File: src/rtl/bankers_safety_check_core_defines.svh
// ----------------------------------------------------------------------------
// Banker's safety check assertion macros
// Shared concurrent assertion forms, clocked on clk, disabled in reset.
// ----------------------------------------------------------------------------
`ifndef BANKERS_SAFETY_CHECK_CORE_DEFINES_SVH
`define BANKERS_SAFETY_CHECK_CORE_DEFINES_SVH

// Check a condition at every clock edge out of reset.
`define BSC_ASSERT_ALWAYS(lbl, cond, msg) \
  lbl: assert property (@(posedge clk) disable iff (!rst_n) (cond)) else $error(msg);

// Check that a condition implies another in the same cycle.
`define BSC_ASSERT_IMPLY(lbl, ante, cons, msg) \
  lbl: assert property (@(posedge clk) disable iff (!rst_n) (ante) |-> (cons)) else $error(msg);

`endif

File: src/rtl/bsc_pkg.sv
// ----------------------------------------------------------------------------
// Banker's safety check package
// Shared widths, defaults and codes for the safety check core and channels.
// ----------------------------------------------------------------------------
package bsc_pkg;

  // Default sizing
  localparam int BSC_MAX_PROCESSES = 16;
  localparam int BSC_MAX_RESOURCES = 8;
  localparam int BSC_AMOUNT_WIDTH  = 8;

  // Fixed field widths
  localparam int REQ_W    = 2;
  localparam int PIDX_W   = 4;
  localparam int RIDX_W   = 3;
  localparam int AMT_IN_W = 8;
  localparam int PID_W    = 4;
  localparam int WORK_W   = 16;

  // Configuration port
  localparam int CFG_IDX_W  = 1;
  localparam int CFG_NP_W   = 5;
  localparam int CFG_NR_W   = 4;
  localparam int CFG_DATA_W = 5;
  localparam int CFG_NP_RESET = 16;
  localparam int CFG_NR_RESET = 8;

  typedef enum logic [CFG_IDX_W-1:0] {
    CFG_NUM_PROCESSES = 1'b0,
    CFG_NUM_RESOURCES = 1'b1
  } cfg_reg_t;

  typedef enum logic [REQ_W-1:0] {
    REQ_LOAD_AVAIL = 2'd0,
    REQ_LOAD_PROC  = 2'd1,
    REQ_EVALUATE   = 2'd2
  } req_type_t;

endpackage

File: src/rtl/bsc_in_if.sv
// ----------------------------------------------------------------------------
// Banker's safety check request channel
// Valid/ready channel carrying one load or evaluate word.
// ----------------------------------------------------------------------------
interface bsc_in_if import bsc_pkg::*; ();
  logic                valid;
  logic                ready;
  logic [REQ_W-1:0]    req_type;
  logic [PIDX_W-1:0]   process_index;
  logic [RIDX_W-1:0]   resource_index;
  logic [AMT_IN_W-1:0] allocated_amount;
  logic [AMT_IN_W-1:0] maximum_amount;
  logic [AMT_IN_W-1:0] available_amount;

  modport source (
    output valid, req_type, process_index, resource_index,
           allocated_amount, maximum_amount, available_amount,
    input  ready
  );

  modport sink (
    input  valid, req_type, process_index, resource_index,
           allocated_amount, maximum_amount, available_amount,
    output ready
  );
endinterface

File: src/rtl/bsc_out_if.sv
// ----------------------------------------------------------------------------
// Banker's safety check result channel
// Valid/ready channel carrying one word of the safe order or the unsafe flag.
// ----------------------------------------------------------------------------
interface bsc_out_if import bsc_pkg::*; ();
  logic             valid;
  logic             ready;
  logic [PID_W-1:0] process_id;
  logic             safe;
  logic             last;

  modport source (
    output valid, process_id, safe, last,
    input  ready
  );

  modport sink (
    input  valid, process_id, safe, last,
    output ready
  );
endinterface

File: src/rtl/bankers_safety_check_core.sv
// ----------------------------------------------------------------------------
// Banker's safety check core
// Load available/allocated/maximum amounts, then evaluate for a safe order.
// ----------------------------------------------------------------------------
// Load words (available amount, or allocated and maximum of one process and
// resource) are taken one per cycle and produce no result. An evaluate word
// copies the available amounts into the work vector and walks the processes
// in index order, pass after pass, until all are finished or a pass grants
// nothing. The allocation and need amounts sit in one table memory, one
// {alloc, need} entry per process and resource, read one entry per cycle
// through a registered read port; that single read port sets the pace.
// Each process visit goes through selection, a check of its need row
// against work, an add of its allocation row into work when it is granted,
// and an advance (rows cover nr = resources in use). A safe run then
// emits np result words, one per cycle when the sink is ready; an unsafe run
// emits one word with safe low. The request channel is held off (ready low)
// from the evaluate word until the last result word is loaded into the
// output register; that register lets the next request in while the last
// word still waits for the sink. Register counts of zero act as one, counts
// above the maximum act as the maximum; load words with an index beyond the
// table are dropped, and request code 3 is dropped without a result.
// ----------------------------------------------------------------------------
`include "bankers_safety_check_core_defines.svh"

module bankers_safety_check_core import bsc_pkg::*; #(
  parameter int MAX_PROCESSES = BSC_MAX_PROCESSES,
  parameter int MAX_RESOURCES = BSC_MAX_RESOURCES,
  parameter int AMOUNT_WIDTH  = BSC_AMOUNT_WIDTH
) (
  input  logic                  clk,
  input  logic                  rst_n,
  bsc_in_if.sink                in_ch,
  bsc_out_if.source             out_ch,
  input  logic                  cfg_we,
  input  logic [CFG_IDX_W-1:0]  cfg_index,
  input  logic [CFG_DATA_W-1:0] cfg_wdata
);

  localparam int PIW       = $clog2(MAX_PROCESSES);
  localparam int RIW       = (MAX_RESOURCES > 1) ? $clog2(MAX_RESOURCES) : 1;
  localparam int PCW       = $clog2(MAX_PROCESSES + 1);
  localparam int RCW       = $clog2(MAX_RESOURCES + 1);
  localparam int AW        = AMOUNT_WIDTH;
  localparam int MEM_DEPTH = MAX_PROCESSES * (2 ** RIW);
  localparam int MAW       = PIW + RIW;

  typedef enum logic [2:0] {
    ST_IDLE,
    ST_SEL,
    ST_CHK,
    ST_ADD,
    ST_ADV,
    ST_EMIT,
    ST_UNS
  } state_t;

  // Control state
  state_t               state_r, state_nxt;
  logic [CFG_NP_W-1:0]  cfg_np_r;
  logic [CFG_NR_W-1:0]  cfg_nr_r;
  logic [PIW-1:0]       p_r, p_nxt;
  logic [RCW-1:0]       ri_r, ri_nxt;
  logic                 rv_r, rv_nxt;
  logic [RIW-1:0]       rr_r, rr_nxt;
  logic [PCW-1:0]       done_r, done_nxt;
  logic [PCW-1:0]       e_r, e_nxt;
  logic                 granted_r, granted_nxt;
  logic [MAX_PROCESSES-1:0] fin_r, fin_nxt;
  logic                 ov_r, ov_nxt;
  logic [PID_W-1:0]     opid_r, opid_nxt;
  logic                 osafe_r, osafe_nxt;
  logic                 olast_r, olast_nxt;

  // Storage
  logic [2*AW-1:0]      tab_mem [MEM_DEPTH];
  logic [2*AW-1:0]      rdata_r;
  logic [AW-1:0]        avail_r [MAX_RESOURCES];
  logic [WORK_W-1:0]    work_r  [MAX_RESOURCES];
  logic [PID_W-1:0]     order_r [MAX_PROCESSES];

  // Clamped counts
  logic [31:0]          np_32, nr_32;
  logic [PCW-1:0]       np_c;
  logic [RCW-1:0]       nr_c;

  // Load decode
  logic                 in_fire;
  logic [31:0]          in_pidx32, in_ridx32;
  logic [31:0]          in_alloc32, in_max32, in_avail32;
  logic [AW-1:0]        ld_alloc, ld_max, ld_avail, ld_need;
  logic                 p_ok, r_ok;
  logic                 avail_we, mem_we;
  logic [MAW-1:0]       mem_waddr, mem_raddr;
  logic [2*AW-1:0]      mem_wdata;

  // Evaluation datapath
  logic [AW-1:0]        rd_need, rd_alloc;
  logic [WORK_W-1:0]    work_cur, work_sat;
  logic [WORK_W:0]      sum_w;
  logic                 need_fits, rr_last, p_last, issue, slot_free;
  logic [PID_W-1:0]     order_rd;
  logic                 work_init, work_we, order_we;

  // --------------------------------------------------------------------------
  // Counts in use: zero acts as one, anything above the maximum saturates.
  // --------------------------------------------------------------------------
  always_comb begin
    if (cfg_np_r == '0) begin
      np_32 = 32'd1;
    end else if (32'(cfg_np_r) > 32'(MAX_PROCESSES)) begin
      np_32 = 32'(MAX_PROCESSES);
    end else begin
      np_32 = 32'(cfg_np_r);
    end
    if (cfg_nr_r == '0) begin
      nr_32 = 32'd1;
    end else if (32'(cfg_nr_r) > 32'(MAX_RESOURCES)) begin
      nr_32 = 32'(MAX_RESOURCES);
    end else begin
      nr_32 = 32'(cfg_nr_r);
    end
  end

  assign np_c = np_32[PCW-1:0];
  assign nr_c = nr_32[RCW-1:0];

  // --------------------------------------------------------------------------
  // Request side: accept only while idle; loads write straight into storage.
  // --------------------------------------------------------------------------
  assign in_ch.ready = (state_r == ST_IDLE);
  assign in_fire     = in_ch.valid && in_ch.ready;

  assign in_pidx32  = 32'(in_ch.process_index);
  assign in_ridx32  = 32'(in_ch.resource_index);
  assign in_alloc32 = 32'(in_ch.allocated_amount);
  assign in_max32   = 32'(in_ch.maximum_amount);
  assign in_avail32 = 32'(in_ch.available_amount);

  // Mask loaded amounts to the amount width
  assign ld_alloc = in_alloc32[AW-1:0];
  assign ld_max   = in_max32[AW-1:0];
  assign ld_avail = in_avail32[AW-1:0];
  assign ld_need  = (ld_max > ld_alloc) ? (ld_max - ld_alloc) : '0;

  assign p_ok = in_pidx32 < 32'(MAX_PROCESSES);
  assign r_ok = in_ridx32 < 32'(MAX_RESOURCES);

  assign avail_we  = in_fire && (in_ch.req_type == REQ_LOAD_AVAIL) && r_ok;
  assign mem_we    = in_fire && (in_ch.req_type == REQ_LOAD_PROC) && p_ok && r_ok;
  assign mem_waddr = {in_pidx32[PIW-1:0], in_ridx32[RIW-1:0]};
  assign mem_wdata = {ld_alloc, ld_need};

  // Walk the row of the current process, one resource per cycle
  assign mem_raddr = {p_r, ri_r[RIW-1:0]};

  // --------------------------------------------------------------------------
  // Evaluation datapath: rdata_r holds the entry of resource rr_r when rv_r.
  // --------------------------------------------------------------------------
  assign rd_need   = rdata_r[AW-1:0];
  assign rd_alloc  = rdata_r[2*AW-1:AW];
  assign work_cur  = work_r[rr_r];
  assign need_fits = WORK_W'(rd_need) <= work_cur;
  assign sum_w     = {1'b0, work_cur} + (WORK_W + 1)'(rd_alloc);
  assign work_sat  = sum_w[WORK_W] ? '1 : sum_w[WORK_W-1:0];

  assign rr_last   = (RCW'(rr_r) == (nr_c - RCW'(1)));
  assign p_last    = (PCW'(p_r) == (np_c - PCW'(1)));
  assign issue     = (ri_r < nr_c);
  assign order_rd  = order_r[e_r[PIW-1:0]];
  assign slot_free = !ov_r || out_ch.ready;

  // --------------------------------------------------------------------------
  // Sequencer
  // --------------------------------------------------------------------------
  always_comb begin
    state_nxt   = state_r;
    p_nxt       = p_r;
    ri_nxt      = ri_r;
    rv_nxt      = rv_r;
    rr_nxt      = rr_r;
    done_nxt    = done_r;
    e_nxt       = e_r;
    granted_nxt = granted_r;
    fin_nxt     = fin_r;
    ov_nxt      = ov_r && !out_ch.ready;
    opid_nxt    = opid_r;
    osafe_nxt   = osafe_r;
    olast_nxt   = olast_r;
    work_init   = 1'b0;
    work_we     = 1'b0;
    order_we    = 1'b0;

    unique case (state_r)
      ST_IDLE: begin
        // Start a run: load work from available, clear the finished flags
        if (in_fire && (in_ch.req_type == REQ_EVALUATE)) begin
          work_init   = 1'b1;
          fin_nxt     = '0;
          p_nxt       = '0;
          done_nxt    = '0;
          granted_nxt = 1'b0;
          state_nxt   = ST_SEL;
        end
      end

      ST_SEL: begin
        ri_nxt = '0;
        rv_nxt = 1'b0;
        if (fin_r[p_r]) begin
          state_nxt = ST_ADV;
        end else begin
          state_nxt = ST_CHK;
        end
      end

      ST_CHK: begin
        // Stream the need row and compare against work
        rv_nxt = issue;
        rr_nxt = ri_r[RIW-1:0];
        if (issue) begin
          ri_nxt = ri_r + RCW'(1);
        end
        if (rv_r) begin
          if (!need_fits) begin
            rv_nxt    = 1'b0;
            state_nxt = ST_ADV;
          end else if (rr_last) begin
            ri_nxt    = '0;
            rv_nxt    = 1'b0;
            state_nxt = ST_ADD;
          end
        end
      end

      ST_ADD: begin
        // Stream the allocation row into work, saturating
        rv_nxt = issue;
        rr_nxt = ri_r[RIW-1:0];
        if (issue) begin
          ri_nxt = ri_r + RCW'(1);
        end
        if (rv_r) begin
          work_we = 1'b1;
          if (rr_last) begin
            fin_nxt[p_r] = 1'b1;
            order_we     = 1'b1;
            done_nxt     = done_r + PCW'(1);
            granted_nxt  = 1'b1;
            rv_nxt       = 1'b0;
            state_nxt    = ST_ADV;
          end
        end
      end

      ST_ADV: begin
        // End of pass: finish, give up, or start another pass
        if (p_last) begin
          if (done_r == np_c) begin
            e_nxt     = '0;
            state_nxt = ST_EMIT;
          end else if (!granted_r) begin
            state_nxt = ST_UNS;
          end else begin
            p_nxt       = '0;
            granted_nxt = 1'b0;
            state_nxt   = ST_SEL;
          end
        end else begin
          p_nxt     = p_r + PIW'(1);
          state_nxt = ST_SEL;
        end
      end

      ST_EMIT: begin
        if (slot_free) begin
          ov_nxt    = 1'b1;
          opid_nxt  = order_rd;
          osafe_nxt = 1'b1;
          olast_nxt = (e_r == (np_c - PCW'(1)));
          if (e_r == (np_c - PCW'(1))) begin
            state_nxt = ST_IDLE;
          end else begin
            e_nxt = e_r + PCW'(1);
          end
        end
      end

      ST_UNS: begin
        if (slot_free) begin
          ov_nxt    = 1'b1;
          opid_nxt  = '0;
          osafe_nxt = 1'b0;
          olast_nxt = 1'b1;
          state_nxt = ST_IDLE;
        end
      end

      default: begin
        state_nxt = ST_IDLE;
      end
    endcase
  end

  // Control registers and registered outputs
  always_ff @(posedge clk) begin
    if (!rst_n) begin
      state_r   <= ST_IDLE;
      cfg_np_r  <= CFG_NP_W'(CFG_NP_RESET);
      cfg_nr_r  <= CFG_NR_W'(CFG_NR_RESET);
      p_r       <= '0;
      ri_r      <= '0;
      rv_r      <= 1'b0;
      rr_r      <= '0;
      done_r    <= '0;
      e_r       <= '0;
      granted_r <= 1'b0;
      fin_r     <= '0;
      ov_r      <= 1'b0;
      opid_r    <= '0;
      osafe_r   <= 1'b0;
      olast_r   <= 1'b0;
    end else begin
      state_r   <= state_nxt;
      p_r       <= p_nxt;
      ri_r      <= ri_nxt;
      rv_r      <= rv_nxt;
      rr_r      <= rr_nxt;
      done_r    <= done_nxt;
      e_r       <= e_nxt;
      granted_r <= granted_nxt;
      fin_r     <= fin_nxt;
      ov_r      <= ov_nxt;
      opid_r    <= opid_nxt;
      osafe_r   <= osafe_nxt;
      olast_r   <= olast_nxt;
      if (cfg_we) begin
        unique case (cfg_index)
          CFG_NUM_PROCESSES: cfg_np_r <= cfg_wdata[CFG_NP_W-1:0];
          CFG_NUM_RESOURCES: cfg_nr_r <= cfg_wdata[CFG_NR_W-1:0];
          default: ;
        endcase
      end
    end
  end

  // Alloc/need table: one write port for loads, one registered read port
  always_ff @(posedge clk) begin
    if (mem_we) begin
      tab_mem[mem_waddr] <= mem_wdata;
    end
    rdata_r <= tab_mem[mem_raddr];
  end

  // Available, work and order storage
  always_ff @(posedge clk) begin
    if (avail_we) begin
      avail_r[in_ridx32[RIW-1:0]] <= ld_avail;
    end
    if (work_init) begin
      for (int i = 0; i < MAX_RESOURCES; i++) begin
        work_r[i] <= WORK_W'(avail_r[i]);
      end
    end else if (work_we) begin
      work_r[rr_r] <= work_sat;
    end
    if (order_we) begin
      order_r[done_r[PIW-1:0]] <= PID_W'(p_r);
    end
  end

  // Result channel
  assign out_ch.valid      = ov_r;
  assign out_ch.process_id = opid_r;
  assign out_ch.safe       = osafe_r;
  assign out_ch.last       = olast_r;

  // --------------------------------------------------------------------------
  // Assertions
  // --------------------------------------------------------------------------
  `BSC_ASSERT_ALWAYS(a_fin_count, $countones(fin_r) == int'(done_r), "finished flags disagree with grant count")
  `BSC_ASSERT_IMPLY(a_rdata_phase, rv_r, (state_r == ST_CHK) || (state_r == ST_ADD), "table read data live outside a row walk")
  `BSC_ASSERT_IMPLY(a_unsafe_word, ov_r && !osafe_r, olast_r && (opid_r == '0), "unsafe word not a lone final zero")

endmodule

File: src/flat_wrapper.sv
// flat-port wrapper written by rule: the top's interface ports become plain ports
module bankers_safety_check_core_flat import bsc_pkg::*;
#(
  parameter int MAX_PROCESSES = BSC_MAX_PROCESSES,
  parameter int MAX_RESOURCES = BSC_MAX_RESOURCES,
  parameter int AMOUNT_WIDTH  = BSC_AMOUNT_WIDTH
)
  (clk, rst_n, cfg_we, cfg_index, cfg_wdata, in_ch_valid, in_ch_req_type, in_ch_process_index, in_ch_resource_index, in_ch_allocated_amount, in_ch_maximum_amount, in_ch_available_amount, in_ch_ready, out_ch_valid, out_ch_process_id, out_ch_safe, out_ch_last, out_ch_ready);
  bsc_in_if in_ch_i ();
  bsc_out_if out_ch_i ();
  input  logic clk;
  input  logic rst_n;
  input  logic cfg_we;
  input  logic [CFG_IDX_W-1:0] cfg_index;
  input  logic [CFG_DATA_W-1:0] cfg_wdata;
  input wire logic [$bits(in_ch_i.valid)-1:0] in_ch_valid;
  input wire logic [$bits(in_ch_i.req_type)-1:0] in_ch_req_type;
  input wire logic [$bits(in_ch_i.process_index)-1:0] in_ch_process_index;
  input wire logic [$bits(in_ch_i.resource_index)-1:0] in_ch_resource_index;
  input wire logic [$bits(in_ch_i.allocated_amount)-1:0] in_ch_allocated_amount;
  input wire logic [$bits(in_ch_i.maximum_amount)-1:0] in_ch_maximum_amount;
  input wire logic [$bits(in_ch_i.available_amount)-1:0] in_ch_available_amount;
  output wire logic [$bits(in_ch_i.ready)-1:0] in_ch_ready;
  output wire logic [$bits(out_ch_i.valid)-1:0] out_ch_valid;
  output wire logic [$bits(out_ch_i.process_id)-1:0] out_ch_process_id;
  output wire logic [$bits(out_ch_i.safe)-1:0] out_ch_safe;
  output wire logic [$bits(out_ch_i.last)-1:0] out_ch_last;
  input wire logic [$bits(out_ch_i.ready)-1:0] out_ch_ready;
  assign in_ch_i.valid = in_ch_valid;
  assign in_ch_i.req_type = in_ch_req_type;
  assign in_ch_i.process_index = in_ch_process_index;
  assign in_ch_i.resource_index = in_ch_resource_index;
  assign in_ch_i.allocated_amount = in_ch_allocated_amount;
  assign in_ch_i.maximum_amount = in_ch_maximum_amount;
  assign in_ch_i.available_amount = in_ch_available_amount;
  assign in_ch_ready = in_ch_i.ready;
  assign out_ch_valid = out_ch_i.valid;
  assign out_ch_process_id = out_ch_i.process_id;
  assign out_ch_safe = out_ch_i.safe;
  assign out_ch_last = out_ch_i.last;
  assign out_ch_i.ready = out_ch_ready;
  bankers_safety_check_core #(.MAX_PROCESSES(MAX_PROCESSES), .MAX_RESOURCES(MAX_RESOURCES), .AMOUNT_WIDTH(AMOUNT_WIDTH)) u_core (.clk(clk), .rst_n(rst_n), .in_ch(in_ch_i), .out_ch(out_ch_i), .cfg_we(cfg_we), .cfg_index(cfg_index), .cfg_wdata(cfg_wdata));
endmodule
File: config.mk
export PLATFORM = sky130hd
export DESIGN_NAME = bankers_safety_check_core_flat
export DESIGN_NICKNAME = d
export VERILOG_FILES = /design/src/rtl/bsc_pkg.sv /design/src/rtl/bsc_in_if.sv /design/src/rtl/bsc_out_if.sv /design/src/rtl/bankers_safety_check_core.sv /design/src/flat_wrapper.sv
export VERILOG_INCLUDE_DIRS = /design/src /design/src/rtl
export SDC_FILE = /design/constraint.sdc
export NUM_CORES = 2
export LEC_CHECK = 0
export BUFFER_PORTS_ARGS = -buffer_cell sky130_fd_sc_hd__buf_4
export CAP_MARGIN = 15
export CELL_PAD_IN_SITES_DETAIL_PLACEMENT = 0
export CELL_PAD_IN_SITES_GLOBAL_PLACEMENT = 1
export CORE_MARGIN = 2
export CORE_UTILIZATION = 55
export DETAILED_ROUTE_END_ITERATION = 8
export PLACE_DENSITY_LB_ADDON = 0.1
export SKIP_CTS_REPAIR_TIMING = 1
export SLEW_MARGIN = 25
export SYNTH_ARGS = -nofsm -noshare
export SYNTH_HDL_FRONTEND = slang
export SYNTH_SLANG_ARGS = --single-unit
File: constraint.sdc
create_clock -name clk -period 11.2 [get_ports clk]
set_input_delay 1.12 -clock clk [delete_from_list [all_inputs] [get_ports clk]]
set_output_delay 1.12 -clock clk [all_outputs]
set_load 0.05 [all_outputs]
==> flow_summary.ini <==
[timing]
drv_slew = 0
clock-skew-final_ps = 28.0
hold_violations = 0
finalSetupTns_ps = 0
timing.fmax_ghz = 0.208
rsz0062_at_grt = false
tightestPinTransition_ps = 1060
setup_slack_ps = 6380
setup_violations = 0
fin_crit_sh = 0.430
min_period_ps = 4820
slew_headroom = 0.291

[global_routing]
met2_usage = 0.459
grt_pass1_vias = 49100
track_usage = 0.284
grt-busiest-layer = met2
grt_max_degree = 129
grt_first_pass_wirelength_mm = 354
gr-usage-met3 = 0.0432
groute.layer.met1.usage = 0.404
grt-ovfl-total = 0
antenna_found_initial = 5

[routing]
vias = 50400
ant_nets = 0
wl_mm = 247
wire_per_inst_microns = 31.7
drt_iter0_markers = 5684
routed_via_density = 6.45
first_pass_iters = 5
post-route-drc-count = 0

[power_and_ir_drop]
p_sw_uw = 5550
clockPowerShare = 0.363
p_per_area_mw_per_mm2 = 203
internal_power_uw = 16000
combPwrFrac = 0.169
swShare = 0.258
share_seq_of_total_power = 0.468
power_leakage_uw = 0.0327
vdd_ir_drop_max_uv = 185

[place]
port_buffers = 51
dp_hpwl_mm = 141
dp_slack_ps = 6290
place_congestion = 0.856

[floorplan]
fp.coreArea_sq_mm = 0.171
die_height_microns = 419
start_util = 0.553
dieArea_sq_mm = 0.175
num_io_pins = 52
die-width_microns = 419
fp-row-count = 152

[yosys]
synthTopCellsByCount = 2304 x edfxtp_1, 513 x mux2i_1, 327 x mux4_2
ys_types = 85
syn_avg_cell_area_sq_um = 18.3
synth_most_common_cell = edfxtp_1
syn_nets = 5242
yosys-top-cells-area = edfxtp_1 73%, mux4_2 7.8%, mux2i_1 5.4%
synth_top_cell_by_area = edfxtp_1
synth_edf_count = 2304
async_flop_share = 0
yosys_warnings = 0
ys_seq_area_frac = 0.748
synth.top_cell.area_share = 0.731
ys_ff_latch = 2385
synth_ff_type = edfxtp_1
syn-cell-area_sq_mm = 0.0946
postSynthCellCount = 5157

[worst_setup_path]
crit_path_start_kind = flip-flop
critPathKind = reg2reg
cp.required_ps = 11890
rr_endpoint = u_core.work_r[6][6]
crit_path_end_kind = flip-flop
cp_max_fo = 44
ff2ff_path_depth = 13
rrSetupSlack_ps = 6380
arrival_ps = 5500

[clock_network]
numCtsBuffers = 236
cts_tree = built
h-tree-depth = 4
root_buffer = clkbuf_16
worstSkewPairLatency_ps = 870
clock_sinks = 2385
clock_path_buffers = 3
clk_pin_slew_ps = 60

[layout]
nFillCells = 12200
drive_above_1_share = 0.183
area_growth_pct = 12.1
nets = 5455

[hold_path]
min_path_type = reg2reg
hp-start = u_core.fin_r[11]
whs_endpoint = u_core.fin_r[11]
min_path_cells = 2

[run]
maxCapViolations = 0

[run_status]
status = complete, no violations
-- worst max-delay path, cell delays in order (launching register included) --
cell,delay (ps)
dfxtp_2,310
buf_4,570
mux4_2,580
mux2i_1,360
inv_1,90
ha_1,340
nor2b_1,150
o21ai_1,90
a21boi_1,390
o211ai_1,310
nor3_2,710
buf_4,330
a21oi_1,140
o21ai_0,220
-- metrics by stage --
stage	util	hold WS, ps	power, uW	area [sq um]	std cells
CTS	0.619	426	21700	106000	7800
detailed placement	0.575	456	13900	98400	7365
global route	0.619	456	22200	106000	7801
floorplan	-	431	12900	94600	5157
finish	0.620	468	21500	106000	7803
global placement	0.574	441	13900	98300	7365
-- registers in the layout (all words and copies together), names as in the netlist, 5 cells and up, named ones only --
register	cells
u_core.avail_r	64
u_core.cfg_np_r	5
u_core.order_r	64
u_core.fin_r	16
u_core.work_r	128
u_core.e_r	5
u_core.rdata_r	16
u_core.done_r	5
u_core.tab_mem	2048
-- metal layers --
metal  routed length (microns)  share of wire  vias to the layer above
li1                          -              -                    21600
met1                    102000           0.41                    26400
met2                    121000           0.49                     2009
met3                     17900          0.072                      365
met4                      6950          0.028                        2
met5                         9       0.000036                        -
-- worst max path at each step --
stage	from	to	slack, ps	cells past startpoint
finish	flip-flop	u_core.work_r[6][6]	6380	13
global route	flip-flop	u_core.work_r[2][6]	5970	13
CTS	flip-flop	u_core.work_r[6][6]	6360	13
detailed placement	in_ch_allocated_amount[1]	u_core.tab_mem[91][5]	6290	11
global placement	in_ch_maximum_amount[0]	u_core.tab_mem[90][5]	5980	13
floorplan	in_ch_maximum_amount[0]	u_core.tab_mem[0][7]	2460	11
-- placed cells by master (no fill, tap or decap), types with 34 or more instances in the layout --
cell type | Yosys | routed
clkbuf_16 | 0 | 239
clkbuf_1 | 177 | 60
clkinv_1 | 1 | 50
inv_1 | 40 | 39
mux2i_1 | 513 | 513
dfxtp_1 | 81 | 70
nand2_1 | 262 | 256
a21oi_1 | 140 | 139
o221ai_1 | 242 | 242
buf_4 | 42 | 261
o21ai_0 | 34 | 34
o22ai_1 | 121 | 121
mux4_2 | 327 | 327
a211oi_1 | 77 | 77
edfxtp_1 | 2304 | 2304
nor2_1 | 283 | 265
clkinv_2 | 0 | 37
ha_1 | 39 | 39
o21ai_1 | 55 | 55
-- cells by family (layout without fill, tap and decap cells) --
kind of cell / count (synthesis) / count (layout) / synth area share
and+or+nand+nor: 705 / 705 / 0.0322
buffers and inverters: 342 / 752 / 0.0168
AOI/OAI and AO/OA: 802 / 802 / 0.0604
xor gates and xnor gates: 35 / 35 / 0.00353
muxes: 847 / 847 / 0.133
adders and majority gates: 41 / 41 / 0.00558
other: 0 / 3 / 0
DFF: 2385 / 2385 / 0.748
-- final cells by class --
type	count	area, sq um	share of cell area
Sequential cell	2385	70800	0.668
Multi-Input combinational cell	2430	22400	0.211
Clock buffer	301	6230	0.0588
Tap cell	2233	2790	0.0263
Timing Repair Buffer	274	2190	0.0207
Clock inverter	134	1400	0.0132
Inverter	43	169	0.00159
Antenna cell	3	7.51	0.0000708
-- power groups by stage --
stage / Clock, uW / Sequential, uW / Combinational (uW)
2_1_floorplan: 0 / 10200 / 2740
3_3_place_gp: 0 / 10300 / 3640
3_5_place_dp: 0 / 10300 / 3660
4_1_cts: 7930 / 10100 / 3670
5_1_grt: 8270 / 10100 / 3880
6_report: 7810 / 10100 / 3630
Power figures use the tool's default switching activity.
